**src/hdl/mme_pkg.sv**
```systemverilog
// Package for the matrix multiply engine: sizes, command and register codes,
// controller/datapath struct types and the result saturation function.
// No dependencies.
package mme_pkg;

    localparam int MAX_DIM = 64;
    localparam int IDX_W   = $clog2(MAX_DIM);
    localparam int ADDR_W  = 2 * IDX_W;
    localparam int DEPTH   = 2 ** ADDR_W;
    localparam int CNT_W   = $clog2(MAX_DIM + 1);

    localparam int CMD_W   = 2;
    localparam int POS_W   = 6;
    localparam int VAL_W   = 16;
    localparam int CFG_W   = 7;
    localparam int CFG_IDX_W = 2;
    localparam int RES_W   = 38;
    localparam int PROD_W  = 2 * VAL_W;
    localparam int ACC_W   = (PROD_W + IDX_W + 1 > RES_W) ? PROD_W + IDX_W + 1 : RES_W + 1;

    localparam logic [CFG_W-1:0] CFG_RESET = CFG_W'(64);

    localparam longint RES_MAX = (64'sd1 <<< (RES_W - 1)) - 64'sd1;
    localparam longint RES_MIN = -RES_MAX - 64'sd1;
    localparam logic signed [ACC_W-1:0] ACC_HI = ACC_W'(RES_MAX);
    localparam logic signed [ACC_W-1:0] ACC_LO = ACC_W'(RES_MIN);

    typedef enum logic [CMD_W-1:0] {
        CMD_LOAD_A  = 2'd0,
        CMD_LOAD_B  = 2'd1,
        CMD_COMPUTE = 2'd2
    } t_cmd;

    typedef enum logic [CFG_IDX_W-1:0] {
        CFG_ROWS_A = 2'd0,
        CFG_SHARED = 2'd1,
        CFG_COLS_B = 2'd2
    } t_cfg_idx;

    typedef struct packed {
        logic start;
        logic we_a;
        logic we_b;
        logic issue;
        logic publish;
    } t_ctrl_cmd;

    typedef struct packed {
        logic is_compute;
        logic idx_err;
        logic load_a_ok;
        logic load_b_ok;
        logic k_done;
        logic pipe_empty;
    } t_dp_stat;

    function automatic logic signed [RES_W-1:0] sat_res(input logic signed [ACC_W-1:0] a);
        logic signed [RES_W-1:0] r;
        if (a > ACC_HI) begin
            r = RES_W'(RES_MAX);
        end else if (a < ACC_LO) begin
            r = RES_W'(RES_MIN);
        end else begin
            r = RES_W'(a);
        end
        return r;
    endfunction

endpackage

```
**src/hdl/mme_ctrl.sv**
```systemverilog
// Controller of the matrix multiply engine: command handshake, compute sequencing
// and result valid. Depends on mme_pkg.
module mme_ctrl (
    input  logic                i_clk,
    input  logic                i_rst_n,
    input  logic                i_cmd_valid,
    output logic                o_cmd_ready,
    output logic                o_res_valid,
    input  logic                i_res_ready,
    input  mme_pkg::t_dp_stat   i_stat,
    output mme_pkg::t_ctrl_cmd  o_ctl
);
    typedef enum logic [3:0] {
        S_IDLE  = 4'b0001,
        S_RUN   = 4'b0010,
        S_DRAIN = 4'b0100,
        S_DONE  = 4'b1000
    } t_state;

    t_state r_state, n_state;
    logic   r_res_valid, n_res_valid;
    logic   accept;

    assign o_cmd_ready = (r_state == S_IDLE);
    assign accept      = i_cmd_valid && o_cmd_ready;

    always_comb begin
        n_state       = r_state;
        o_ctl.start   = 1'b0;
        o_ctl.we_a    = accept && i_stat.load_a_ok;
        o_ctl.we_b    = accept && i_stat.load_b_ok;
        o_ctl.issue   = 1'b0;
        o_ctl.publish = 1'b0;
        case (r_state)
            S_IDLE: begin
                if (accept && i_stat.is_compute) begin
                    o_ctl.start = 1'b1;
                    n_state     = i_stat.idx_err ? S_DONE : S_RUN;
                end
            end
            S_RUN: begin
                if (i_stat.k_done) begin
                    n_state = S_DRAIN;
                end else begin
                    o_ctl.issue = 1'b1;
                end
            end
            S_DRAIN: begin
                if (i_stat.pipe_empty) begin
                    n_state = S_DONE;
                end
            end
            S_DONE: begin
                if (!r_res_valid || i_res_ready) begin
                    o_ctl.publish = 1'b1;
                    n_state       = S_IDLE;
                end
            end
            default: begin
                n_state = S_IDLE;
            end
        endcase
        if (o_ctl.publish) begin
            n_res_valid = 1'b1;
        end else if (i_res_ready) begin
            n_res_valid = 1'b0;
        end else begin
            n_res_valid = r_res_valid;
        end
    end

    always_ff @(posedge i_clk) begin
        if (!i_rst_n) begin
            r_state     <= S_IDLE;
            r_res_valid <= 1'b0;
        end else begin
            r_state     <= n_state;
            r_res_valid <= n_res_valid;
        end
    end

    assign o_res_valid = r_res_valid;
endmodule

```
**config.mk**
```make
export PLATFORM = sky130hd
export DESIGN_NAME = mme_ctrl
export DESIGN_NICKNAME = d
export VERILOG_FILES = /design/src/hdl/mme_pkg.sv /design/src/hdl/mme_ctrl.sv
export SDC_FILE = /design/constraint.sdc
export NUM_CORES = 1
export LEC_CHECK = 0
export ABC_CLOCK_PERIOD_IN_PS = 1200
export BUFFER_PORTS_ARGS = -buffer_cell sky130_fd_sc_hd__buf_4
export CAP_MARGIN = 20
export CELL_PAD_IN_SITES_DETAIL_PLACEMENT = 1
export CELL_PAD_IN_SITES_GLOBAL_PLACEMENT = 2
export CORE_MARGIN = 4
export CORE_UTILIZATION = 21
export CTS_CLUSTER_DIAMETER = 30
export DETAILED_ROUTE_END_ITERATION = 12
export PLACE_DENSITY_LB_ADDON = 0.25
export SLEW_MARGIN = 10
export SYNTH_ARGS = -nofsm -noshare
export SYNTH_HDL_FRONTEND = slang
export SYNTH_SLANG_ARGS = --single-unit
```
**constraint.sdc**
```tcl
create_clock -name i_clk -period 1.2 [get_ports i_clk]
set_input_delay 0.06 -clock i_clk [delete_from_list [all_inputs] [get_ports i_clk]]
set_output_delay 0.06 -clock i_clk [all_outputs]
set_load 0.02 [all_outputs]
```
==> results of run 1 <==
worst max-delay path by stage:
stage | start | endpoint | slack, ns | cells after the start
after global placement | r_state[2] | r_state[1] | -0.11 | 4
after floorplan | r_state[2] | r_state[2] | -0.29 | 6
after CTS | r_state[2] | o_ctl[4] | -0.25 | 4
after detailed placement | r_state[1] | r_state[2] | -0.18 | 4
after global routing | r_state[3] | o_ctl[3] | -0.29 | 4
final | r_state[3] | o_ctl[4] | -0.22 | 4
layout make-up:
| class | instances | area (sq um) |
|---|---|---|
| Fill cell | 229 | 1080 |
| Tap cell | 25 | 31.3 |
| Inverter | 1 | 3.75 |
| Clock buffer | 4 | 26.3 |
| Sequential cell | 5 | 113 |
| Multi-Input combinational cell | 37 | 289 |
| Timing Repair Buffer | 30 | 244 |
stage by stage:
step                hold slack, ns  TNS [ns]
floorplan                    0.132     -1.08
global placement             0.301    -0.442
detailed placement           0.304    -0.708
CTS                         0.0523     -1.39
global route                0.0553     -2.11
finish                      0.0554     -1.48
state kept, by name, summed over array words and instances, names as in the netlist:
name	cells
o_res_valid	1
r_state	4
repair_timing:
| action | CTS | global route |
|---|---|---|
| hold buffers | 0 | 0 |
| setup buffers | 1 | 3 |
| gates resized for setup | 17 | 4 |
| pin swaps | 6 | 4 |
| setup endpoints to repair | 10 | 9 |
power groups by stage:
stage | Clock, mW | Combinational (mW) | Sequential [mW]
after global routing | 0.217 | 1.29 | 0.343
after floorplan | 0 | 0.648 | 0.255
after CTS | 0.203 | 1.07 | 0.334
after detailed placement | 0 | 0.915 | 0.316
after global placement | 0 | 0.919 | 0.305
final | 0.194 | 1.19 | 0.335
layer usage:
| layer | GRT usage, % | part of all wire [%] | wire, microns |
|---|---|---|---|
| met1 | 14.0 | 46 | 594 |
| met2 | 15.7 | 49 | 637 |
| met3 | 1.72 | 2.2 | 29 |
| met4 | 7.86 | 2.6 | 34 |
| met5 | 0 | 0 | 0 |
cells in the final DEF, fill, tap and decap left out, types with 2 or more instances in the layout:
cell type,netlist,layout
sky130_fd_sc_hd__buf_6,2,5
sky130_fd_sc_hd__nand2_1,6,6
sky130_fd_sc_hd__buf_4,2,25
sky130_fd_sc_hd__clkbuf_4,0,3
sky130_fd_sc_hd__mux2i_1,5,5
sky130_fd_sc_hd__and3_4,0,4
sky130_fd_sc_hd__nand3_1,4,4
sky130_fd_sc_hd__nor2_1,6,6
sky130_fd_sc_hd__dfxtp_4,0,3
sky130_fd_sc_hd__nor4b_4,2,2
synthesized netlist by cell type:
master | n | area [sq um]
sky130_fd_sc_hd__buf_2 | 1 | 5.00
sky130_fd_sc_hd__and3_2 | 3 | 22.5
sky130_fd_sc_hd__buf_6 | 2 | 22.5
sky130_fd_sc_hd__o21a_1 | 1 | 7.51
sky130_fd_sc_hd__mux2i_1 | 5 | 50.1
sky130_fd_sc_hd__a32oi_1 | 1 | 8.76
sky130_fd_sc_hd__dfxtp_1 | 5 | 100
sky130_fd_sc_hd__and3_1 | 2 | 12.5
sky130_fd_sc_hd__nor2_1 | 6 | 22.5
sky130_fd_sc_hd__nand2_2 | 1 | 6.26
sky130_fd_sc_hd__xor2_1 | 1 | 8.76
sky130_fd_sc_hd__buf_4 | 2 | 15.0
sky130_fd_sc_hd__nor4b_4 | 2 | 47.6
sky130_fd_sc_hd__o21ai_0 | 1 | 5.00
sky130_fd_sc_hd__inv_1 | 1 | 3.75
sky130_fd_sc_hd__nand2_1 | 6 | 22.5
sky130_fd_sc_hd__nor2b_1 | 2 | 12.5
sky130_fd_sc_hd__nor3_1 | 1 | 5.00
sky130_fd_sc_hd__nand3_1 | 4 | 20.0
sky130_fd_sc_hd__nand2b_1 | 1 | 6.26
worst max-delay path: stages (launching register included):
cell and delay, ns:
sky130_fd_sc_hd__dfxtp_4 0.36, sky130_fd_sc_hd__nor4b_4 0.30, sky130_fd_sc_hd__buf_4 0.18, sky130_fd_sc_hd__and3_4 0.17, sky130_fd_sc_hd__buf_6 0.11
cell families (layout without fill, tap and decap cells):
logic type,Yosys count,in the layout,share of synthesized area [%]
AND/OR/NAND/NOR,28,28,44.0
buffers and inverters,6,35,11.5
multiplexers,5,5,12.4
flip-flops,5,5,24.8
AO/OA/AOI/OAI,3,3,5.26
XOR/XNOR,1,1,2.17
==> run summary, run 1 <==
outcome: complete, but fails checks
violations in the final reports: negative setup slack
switching share of total power: 37.9%
post-placement worst setup slack: -0.177 ns
worst hold path type: input port to register
maximum operating frequency: 0.702 GHz
distinct cell type count of the synthesized netlist: 20
number of buffers inserted by port buffering: 16
starting density of the core: 22.7%
data arrival time at the worst-slack endpoint: 1.36 ns
die height: 51.9 microns
Core Rows: 15
global route overflow: 0
Mapped Area: 404 sq um
count of synthesis-stage warnings from yosys: 0
Internal Power: 1.07 mW
root buffer selected by CTS: sky130_fd_sc_hd__clkbuf_4
antenna diode instance count: 0
mean instance size in the synthesized netlist: 8.42 sq um
htree depth: 1
WHS Path Cells: 2
number of setup violations in the final report: 9
Max Root-Sink Buffers: 2
total power of the final layout: 1.72 mW
final std cell area, no fill: 707 sq um
Logic pwr share: 69.2%
depth of the most critical reg-to-reg path: 5
total placed instance area: 588 sq um
antenna violations before repair: 0
number of nets still failing antenna checks after routing: 0
number of DRC markers after the initial detailed-route iteration: 2
setup repair after global routing missed its margin: true
area enclosed by the die boundary: 2690 sq um
fraction of layout instances using a drive strength above 1: 59.7%
x dimension of the die: 51.9 microns
sum of net half-perimeters after detailed placement: 909 microns
global-route usage over all layers: 10.7%
number of standard cells in the layout, taps in and fillers out: 102
number of buffers added by the clock tree synthesis step: 3
Worst R2R Start: r_state[3]
Core Region: 1780 sq um
average detailed-routed wire length per instance: 12.7 microns
first-pass GRT wire length: 2020 microns
worst-case register-to-register setup slack: -0.09 ns
final period demand of the worst path: 1.42 ns
sequential fraction of design power: 19.5%
Max rail drop VDD: 957 uV
final core area utilization: 39.6%
aggregate routed wire length: 1300 microns
largest clock skew in the final design: 0.00220 ns
end of the worst hold path: r_state[0]
P_sw: 0.651 mW
Skew-Pair Late Insertion Delay: 0.24 ns
Min-Delay Startpoint: i_rst_n
relative slew slack: 80.3%
number of flip-flops and latches in the synthesized netlist: 5
clock tree from TritonCTS: done
final count of pins violating max slew: 0
number of placed instances with taps included: 94
CP Launch Type: register
number of instances in the synthesized netlist: 48
power density relative to cell area: 2430 nW/um^2
Hold Fails Final Rpt: 0
number of remaining DRC errors: 0
Worst Path Class, Setup: register to output pin
vias in the first global route: 412
final worst path period share: 119%
Clk pin slew, worst setup/hold paths: 0.04 ns
Final #Nets: 88
Worst setup EP type: output pin
Area Overhead vs Synth: 74.9%
max-cap violations: 0
peak fanout along the critical path: 4
DR vias/cell: 4.32
Critical R2R Capture: r_state[2]
final worst-path setup slack: -0.224 ns
Synthesized Nets: 58
Leak Pwr: 0.340 nW
maximum number of pins on one net before global-route repair: 8
Clk network pwr share: 11.3%
number of search-and-repair iterations in the first detailed-routing pass: 2
number of I/O pins: 17
slew at the pin closest to its max-slew limit: 0.293 ns
vias: 441
sequential element share of the synthesized area: 24.8%
sinks on the clock net: 5
routability-driven placement congestion ratio: 0.616
worst path required time: 1.14 ns
Power figures use the tool's default switching activity.
==> run 2: changes to the inputs <==
--- a/config.mk
+++ b/config.mk
@@ -5,13 +5,14 @@
 export SDC_FILE = /design/constraint.sdc
 export NUM_CORES = 1
 export LEC_CHECK = 0
+export ABC_AREA = 1
 export ABC_CLOCK_PERIOD_IN_PS = 1200
 export BUFFER_PORTS_ARGS = -buffer_cell sky130_fd_sc_hd__buf_4
 export CAP_MARGIN = 20
 export CELL_PAD_IN_SITES_DETAIL_PLACEMENT = 1
 export CELL_PAD_IN_SITES_GLOBAL_PLACEMENT = 2
 export CORE_MARGIN = 4
-export CORE_UTILIZATION = 21
+export CORE_UTILIZATION = 19
 export CTS_CLUSTER_DIAMETER = 30
 export DETAILED_ROUTE_END_ITERATION = 12
 export PLACE_DENSITY_LB_ADDON = 0.25
==> run summary, run 2 <==
Final #Nets: 97 (+10%)
vias: 445 (+0.91%)
aggregate routed wire length: 1090 microns (-16%)
Worst setup EP type: output pin
Clk pin slew, worst setup/hold paths: 0.04 ns (about the same)
Max rail drop VDD: 779 uV (-19%)
relative slew slack: 83.1% (+2.8 points)
largest clock skew in the final design: 0.00131 ns (-0.000891 ns)
area enclosed by the die boundary: 2860 sq um (+6.3%)
leading post-synthesis cells by cell area: sky130_fd_sc_hd__dfxtp_1, sky130_fd_sc_hd__inv_1, sky130_fd_sc_hd__nor2_1
final count of pins violating max slew: 0 (unchanged)
outcome: complete, but fails checks
number of instances in the synthesized netlist: 60 (+25%)
number of nets still failing antenna checks after routing: 0 (unchanged)
flip-flop count of the largest register, all copies and words added: 4 (unchanged)
Hold Fails Final Rpt: 0 (unchanged)
mean instance size in the synthesized netlist: 6.55 sq um (-22%)
Top reg by flops: r_state
Worst Path Class, Setup: register to output pin
routability-driven placement congestion ratio: 0.671 (+9.0%)
worst-case register-to-register setup slack: 0 ns (+0.09 ns)
total placed instance area: 562 sq um (-4.5%)
end of the worst hold path: r_state[3]
depth of the most critical reg-to-reg path: 8 (+3)
max-cap violations: 0 (unchanged)
count of synthesis-stage warnings from yosys: 0 (unchanged)
Logic pwr share: 67.7% (-1.5 points)
final total negative setup slack: -0.151 ns (+1.33 ns)
first-pass GRT wire length: 1860 microns (-8.2%)
WHS Path Cells: 3 (+1)
sum of net half-perimeters after detailed placement: 951 microns (+4.6%)
htree depth: 1 (unchanged)
maximum operating frequency: 0.802 GHz (+14%)
top-area cell type share of the netlist area: 25.5% (+0.71 points)
total of hold buffers inserted after clock tree synthesis: 0 (unchanged)
antenna diode instance count: 0 (unchanged)
average detailed-routed wire length per instance: 9.61 microns (-24%)
number of DRC markers after the initial detailed-route iteration: 1 (-1)
starting density of the core: 20.0% (-2.6 points)
Core Region: 1960 sq um (+10%)
fraction of layout instances using a drive strength above 1: 64.0% (+4.2 points)
Mapped Area: 393 sq um (-2.8%)
number of buffers added by the clock tree synthesis step: 3 (unchanged)
Clk network pwr share: 11.5% (+0.2 points)
Skew-Pair Late Insertion Delay: 0.23 ns (about the same)
Leak Pwr: 0.370 nW (+8.9%)
number of synthesized flops with an enable pin: 0 (unchanged)
distinct cell type count of the synthesized netlist: 17 (-15%)
CP Launch Type: register
leading cell types in the layout, fill and taps excluded: sky130_fd_sc_hd__buf_4, sky130_fd_sc_hd__inv_1, sky130_fd_sc_hd__nor2_2
global route overflow: 0 (unchanged)
Max Root-Sink Buffers: 2 (unchanged)
number of remaining DRC errors: 0 (unchanged)
worst hold path type: input port to register
sinks on the clock net: 5 (unchanged)
Synthesized Nets: 70 (+21%)
Area Overhead vs Synth: 83.1%
leading cell type in the layout, fill and taps excluded: sky130_fd_sc_hd__buf_4
number of standard cells in the layout, taps in and fillers out: 113 (+11%)
final period demand of the worst path: 1.25 ns (-0.176 ns)
final worst-path setup slack: -0.0476 ns (+0.176 ns)
slew at the pin closest to its max-slew limit: 0.252 ns (-0.0410 ns)
share of async-settable or async-resettable flops after synthesis: 0% (unchanged)
top cell types by occurrence after synthesis: sky130_fd_sc_hd__inv_1, sky130_fd_sc_hd__nor2_1, sky130_fd_sc_hd__nand2_1
worst path required time: 1.14 ns (about the same)
DR vias/cell: 3.94 (-8.9%)
number of setup violations in the final report: 6 (-3)
Min-Delay Startpoint: i_rst_n
final std cell area, no fill: 719 sq um (+1.8%)
number of placed instances with taps included: 105 (+12%)
final worst path period share: 104% (-15 points)
Critical R2R Capture: r_state[1]
vias in the first global route: 441 (+7.0%)
switching share of total power: 44.6% (+6.7 points)
antenna violations before repair: 0 (unchanged)
maximum number of pins on one net before global-route repair: 6 (-2)
sequential fraction of design power: 20.8% (+1.3 points)
x dimension of the die: 53.5 microns (+3.1%)
Core Rows: 16 (+1)
die height: 53.5 microns (+3.1%)
data arrival time at the worst-slack endpoint: 1.19 ns (-0.17 ns)
peak fanout along the critical path: 3 (-1)
post-placement worst setup slack: -0.0203 ns (+0.156 ns)
number of I/O pins: 17 (unchanged)
number of flip-flops and latches in the synthesized netlist: 5 (unchanged)
P_sw: 0.710 mW (+9.0%)
top-count cell post-synth: sky130_fd_sc_hd__inv_1
dominant register cell in the synthesized netlist: sky130_fd_sc_hd__dfxtp_1
root buffer selected by CTS: sky130_fd_sc_hd__clkbuf_4
setup repair after global routing missed its margin: true
clock tree from TritonCTS: done
Internal Power: 0.880 mW (-18%)
global-route usage over all layers: 9.00% (-1.8 points)
Worst R2R Start: r_state[1]
cell taking the most area after synthesis: sky130_fd_sc_hd__dfxtp_1
sequential element share of the synthesized area: 25.5% (+0.71 points)
violations in the final reports: negative setup slack
final core area utilization: 36.7% (-3.0 points)
number of buffers inserted by port buffering: 16 (unchanged)
power density relative to cell area: 2210 nW/um^2 (-9.1%)
number of search-and-repair iterations in the first detailed-routing pass: 2 (unchanged)
number of filler cells placed in the layout: 279 (+22%)
[run 2: changes by cell type after synthesis, sizes merged, moves of 4 or more]
cell   delta
mux2i     -5
buf       -4
inv      +12
and3      -5
nand3     +5
nor2     +11
[run 2: timing repair]
action | in CTS | in global routing
pin swaps | 9 | 7
resized for setup | 16 | 15
setup endpoints to repair | 7 | 10
setup buffers | 3 | 1
[run 2: area by class of cell]
class | instances | area, sq um | share of cell area [%]
well taps | 27 | 33.8 | 4.70
repair buffers | 23 | 191 | 26.6
clock buffers | 4 | 26.3 | 3.65
inverters | 13 | 53.8 | 7.48
flip-flops and latches | 5 | 113 | 15.7
multi-input cells | 41 | 302 | 41.9
[run 2: power groups by stage]
stage / clock network (mW) / registers (mW) / logic (mW)
global placement: 0 / 0.296 / 0.778
detailed placement: 0 / 0.298 / 0.775
floorplan: 0 / 0.292 / 0.528
global route: 0.208 / 0.340 / 1.18
finish: 0.183 / 0.330 / 1.08
CTS: 0.191 / 0.321 / 0.978
[run 2: routing by layer]
metal | GRT usage [%] | share of wire (%)
met3 | 3.38 | 3.8
met1 | 9.98 | 41
met4 | 2.55 | 0
met5 | 0 | 0
met2 | 15.7 | 55
[run 2: logic make-up after synthesis]
family / Yosys count / share of synthesized area, %
AND/OR/NAND/NOR: 37 / 52.9
buffers and inverters: 14 / 14.3
flip-flops: 5 / 25.5
AO/OA/AOI/OAI: 4 / 7.33
[run 2: how the worst max path moves through the flow]
stage,from,endpoint,slack (ns),depth (start not counted)
finish,r_state[1],o_ctl[4],-0.05,7
global route,r_state[1],o_ctl[1],-0.12,5
CTS,r_state[2],o_ctl[2],-0.08,6
detailed placement,r_state[2],r_state[3],-0.02,6
global placement,r_state[2],r_state[3],-0.01,6
floorplan,r_state[2],o_ctl[2],0.05,5
[run 2: stage by stage]
step           total power, mW  hold slack, ns
2_1_floorplan            0.820           0.159
3_3_place_gp              1.07           0.339
3_5_place_dp              1.07           0.329
4_1_cts                   1.49          0.0846
5_1_grt                   1.72          0.0811
6_report                  1.59          0.0878
[run 2: worst max-delay path, cell delays in order (launching register included)]
cell and delay, ns:
sky130_fd_sc_hd__dfxtp_4 0.36, sky130_fd_sc_hd__inv_4 0.06, sky130_fd_sc_hd__buf_6 0.09, sky130_fd_sc_hd__nand3_4 0.09
sky130_fd_sc_hd__inv_4 0.08, sky130_fd_sc_hd__nand2_4 0.06, sky130_fd_sc_hd__nor2_1 0.08, sky130_fd_sc_hd__buf_4 0.14
==> run 3: changes to the inputs <==
==> constraint.sdc (replaced) <==
create_clock -name i_clk -period 1.2 [get_ports i_clk]
set_input_delay 0.24 -clock i_clk [delete_from_list [all_inputs] [get_ports i_clk]]
set_output_delay 0.24 -clock i_clk [all_outputs]
set_load 0.02 [all_outputs]
==> run summary, run 3 (synthesized netlist as in run 2, its figures left out) <==
first-pass GRT wire length: 1970 microns (+6.3%)
power density relative to cell area: 2250 nW/um^2 (+2.0%)
number of standard cells in the layout, taps in and fillers out: 113 (unchanged)
list of cells traversed by the critical path: nor2_4 -> buf_4 -> nand3_2 -> inv_1 -> buf_4
sinks on the clock net: 5 (unchanged)
Final #Nets: 97 (unchanged)
aggregate routed wire length: 1110 microns (+1.7%)
final worst-path setup slack: -0.174 ns (-0.126 ns)
Worst setup EP type: output pin
Core Rows: 16 (unchanged)
antenna violations before repair: 0 (unchanged)
htree depth: 1 (unchanged)
total of hold buffers inserted after clock tree synthesis: 0 (unchanged)
root buffer selected by CTS: sky130_fd_sc_hd__clkbuf_4
post-placement worst setup slack: -0.0252 ns (-0.00487 ns)
total placed instance area: 598 sq um (+6.5%)
global route overflow: 0 (unchanged)
final total negative setup slack: -0.994 ns (-0.844 ns)
die height: 53.5 microns (unchanged)
Clk network pwr share: 12.3% (+0.8 points)
Core Region: 1960 sq um (unchanged)
CP Launch Type: register
area enclosed by the die boundary: 2860 sq um (unchanged)
Max rail drop VDD: 708 uV (-9.1%)
data arrival time at the worst-slack endpoint: 1.13 ns (-0.06 ns)
leading cell type in the layout, fill and taps excluded: sky130_fd_sc_hd__buf_4
flip-flop count of the largest register, all copies and words added: 4 (unchanged)
peak fanout along the critical path: 4 (+1)
sum of net half-perimeters after detailed placement: 895 microns (-5.8%)
global-route usage over all layers: 9.40% (+0.40 points)
relative slew slack: 86.2% (+3.1 points)
switching share of total power: 45.3% (+0.67 points)
Internal Power: 0.864 mW (-1.9%)
max-cap violations: 0 (unchanged)
number of buffers added by the clock tree synthesis step: 3 (unchanged)
Leak Pwr: 0.356 nW (-3.7%)
average detailed-routed wire length per instance: 9.78 microns (+1.7%)
Logic pwr share: 67.0% (-0.7 points)
P_sw: 0.715 mW (+0.79%)
number of setup violations in the final report: 9 (+3)
number of placed instances with taps included: 105 (unchanged)
minimum hold slack: 0.242 ns (+0.154 ns)
fraction of layout instances using a drive strength above 1: 58.1% (-5.8 points)
most common cell type on the critical path: sky130_fd_sc_hd__buf_4
crit path buf inv count: 3 (-1)
cell class contributing the biggest share of worst-path delay: flip-flops
largest clock skew in the final design: 0.00242 ns (+0.00111 ns)
sequential fraction of design power: 20.8% (about the same)
maximum operating frequency: 0.728 GHz (-9.2%)
number of remaining DRC errors: 0 (unchanged)
slew at the pin closest to its max-slew limit: 0.206 ns (-0.0457 ns)
final count of pins violating max slew: 0 (unchanged)
setup repair after global routing missed its margin: true
worst path required time: 0.96 ns (-0.18 ns)
number of DRC markers after the initial detailed-route iteration: 2 (+1)
outcome: complete, but fails checks
delay contributed by the slowest stage of the critical path: 0.36 ns (about the same)
Clk pin slew, worst setup/hold paths: 0.04 ns (about the same)
number of nets still failing antenna checks after routing: 0 (unchanged)
clock tree from TritonCTS: done
final period demand of the worst path: 1.37 ns (+0.126 ns)
worst-path cell with the longest stage delay: sky130_fd_sc_hd__dfxtp_4
Max Root-Sink Buffers: 2 (unchanged)
Skew-Pair Late Insertion Delay: 0.24 ns (about the same)
maximum number of pins on one net before global-route repair: 6 (unchanged)
vias: 456 (+2.5%)
final worst path period share: 114% (+11 points)
Worst Path Class, Setup: register to output pin
Area Overhead vs Synth: 78.3%
worst hold path type: input port to register
number of I/O pins: 17 (unchanged)
x dimension of the die: 53.5 microns (unchanged)
leading cell types in the layout, fill and taps excluded: sky130_fd_sc_hd__buf_4, sky130_fd_sc_hd__inv_1, sky130_fd_sc_hd__nor2_2, sky130_fd_sc_hd__nand2_1
DR vias/cell: 4.04 (+2.5%)
final std cell area, no fill: 701 sq um (-2.6%)
starting density of the core: 20.0% (unchanged)
Top reg by flops: r_state
number of search-and-repair iterations in the first detailed-routing pass: 2 (unchanged)
routability-driven placement congestion ratio: 0.781 (+17%)
vias in the first global route: 463 (+5.0%)
number of buffers inserted by port buffering: 16 (unchanged)
Hold Fails Final Rpt: 0 (unchanged)
violations in the final reports: negative setup slack
antenna diode instance count: 0 (unchanged)
## run 3: changes by cell type in the layout (fill, tap and decap cells not counted), sizes merged
cell and change:
clkinv +1, inv -1
## run 3: power by group through the flow
| stage | registers (mW) | clock network, mW | logic [mW] |
|---|---|---|---|
| 2_1_floorplan | 0.296 | 0 | 0.626 |
| 3_3_place_gp | 0.308 | 0 | 0.918 |
| 3_5_place_dp | 0.310 | 0 | 0.906 |
| 4_1_cts | 0.327 | 0.201 | 1.05 |
| 5_1_grt | 0.333 | 0.214 | 1.17 |
| 6_report | 0.328 | 0.194 | 1.06 |
## run 3: metal layers
layer	up-vias	share of wire, %	track usage [%]
li1	239	-	-
met1	207	46	12.0
met3	0	3.8	1.69
met2	10	51	14.7
met4	0	0	5.11
met5	-	0	0
## run 3: layout make-up
class / instances / area [sq um]
Fill cell: 266 / 1260
Tap cell: 27 / 33.8
Timing Repair Buffer: 23 / 191
Sequential cell: 5 / 110
Clock buffer: 4 / 26.3
Multi-Input combinational cell: 41 / 285
Inverter: 13 / 53.8
## run 3: through the flow
stage / utilization [%] / total power [mW]
after floorplan: - / 0.922
after global placement: 30.5 / 1.23
after detailed placement: 30.5 / 1.22
after CTS: 35.1 / 1.58
after global routing: 35.7 / 1.72
final: 35.7 / 1.58
## run 3: worst reg2reg max path: stages (launching register included)
cell,delay [ns]
sky130_fd_sc_hd__dfxtp_4,0.36
sky130_fd_sc_hd__nor2_4,0.11
sky130_fd_sc_hd__nand3_4,0.09
sky130_fd_sc_hd__buf_4,0.15
sky130_fd_sc_hd__or2_0,0.21
sky130_fd_sc_hd__nand3_1,0.10
sky130_fd_sc_hd__nand2_1,0.06
sky130_fd_sc_hd__nor2_2,0.07
## run 3: path summary, 6_finish.rpt
path,startpoint,endpoint,slack (ns),depth (start not counted)
worst max-delay path,r_state[2],o_ctl[1],-0.17,5
worst min-delay path,i_rst_n,r_state[0],0.24,2
worst max register to register,r_state[2],r_state[1],-0.02,7
worst min register to register,r_state[3],r_state[3],0.53,2
## run 3: timing repair
action | CTS | global route
endpoints found under the setup margin | 8 | 11
resized for setup | 12 | 3
pin swaps | 5 | 4
hold endpoints to repair | 0 | 0
setup buffers | 3 | 1
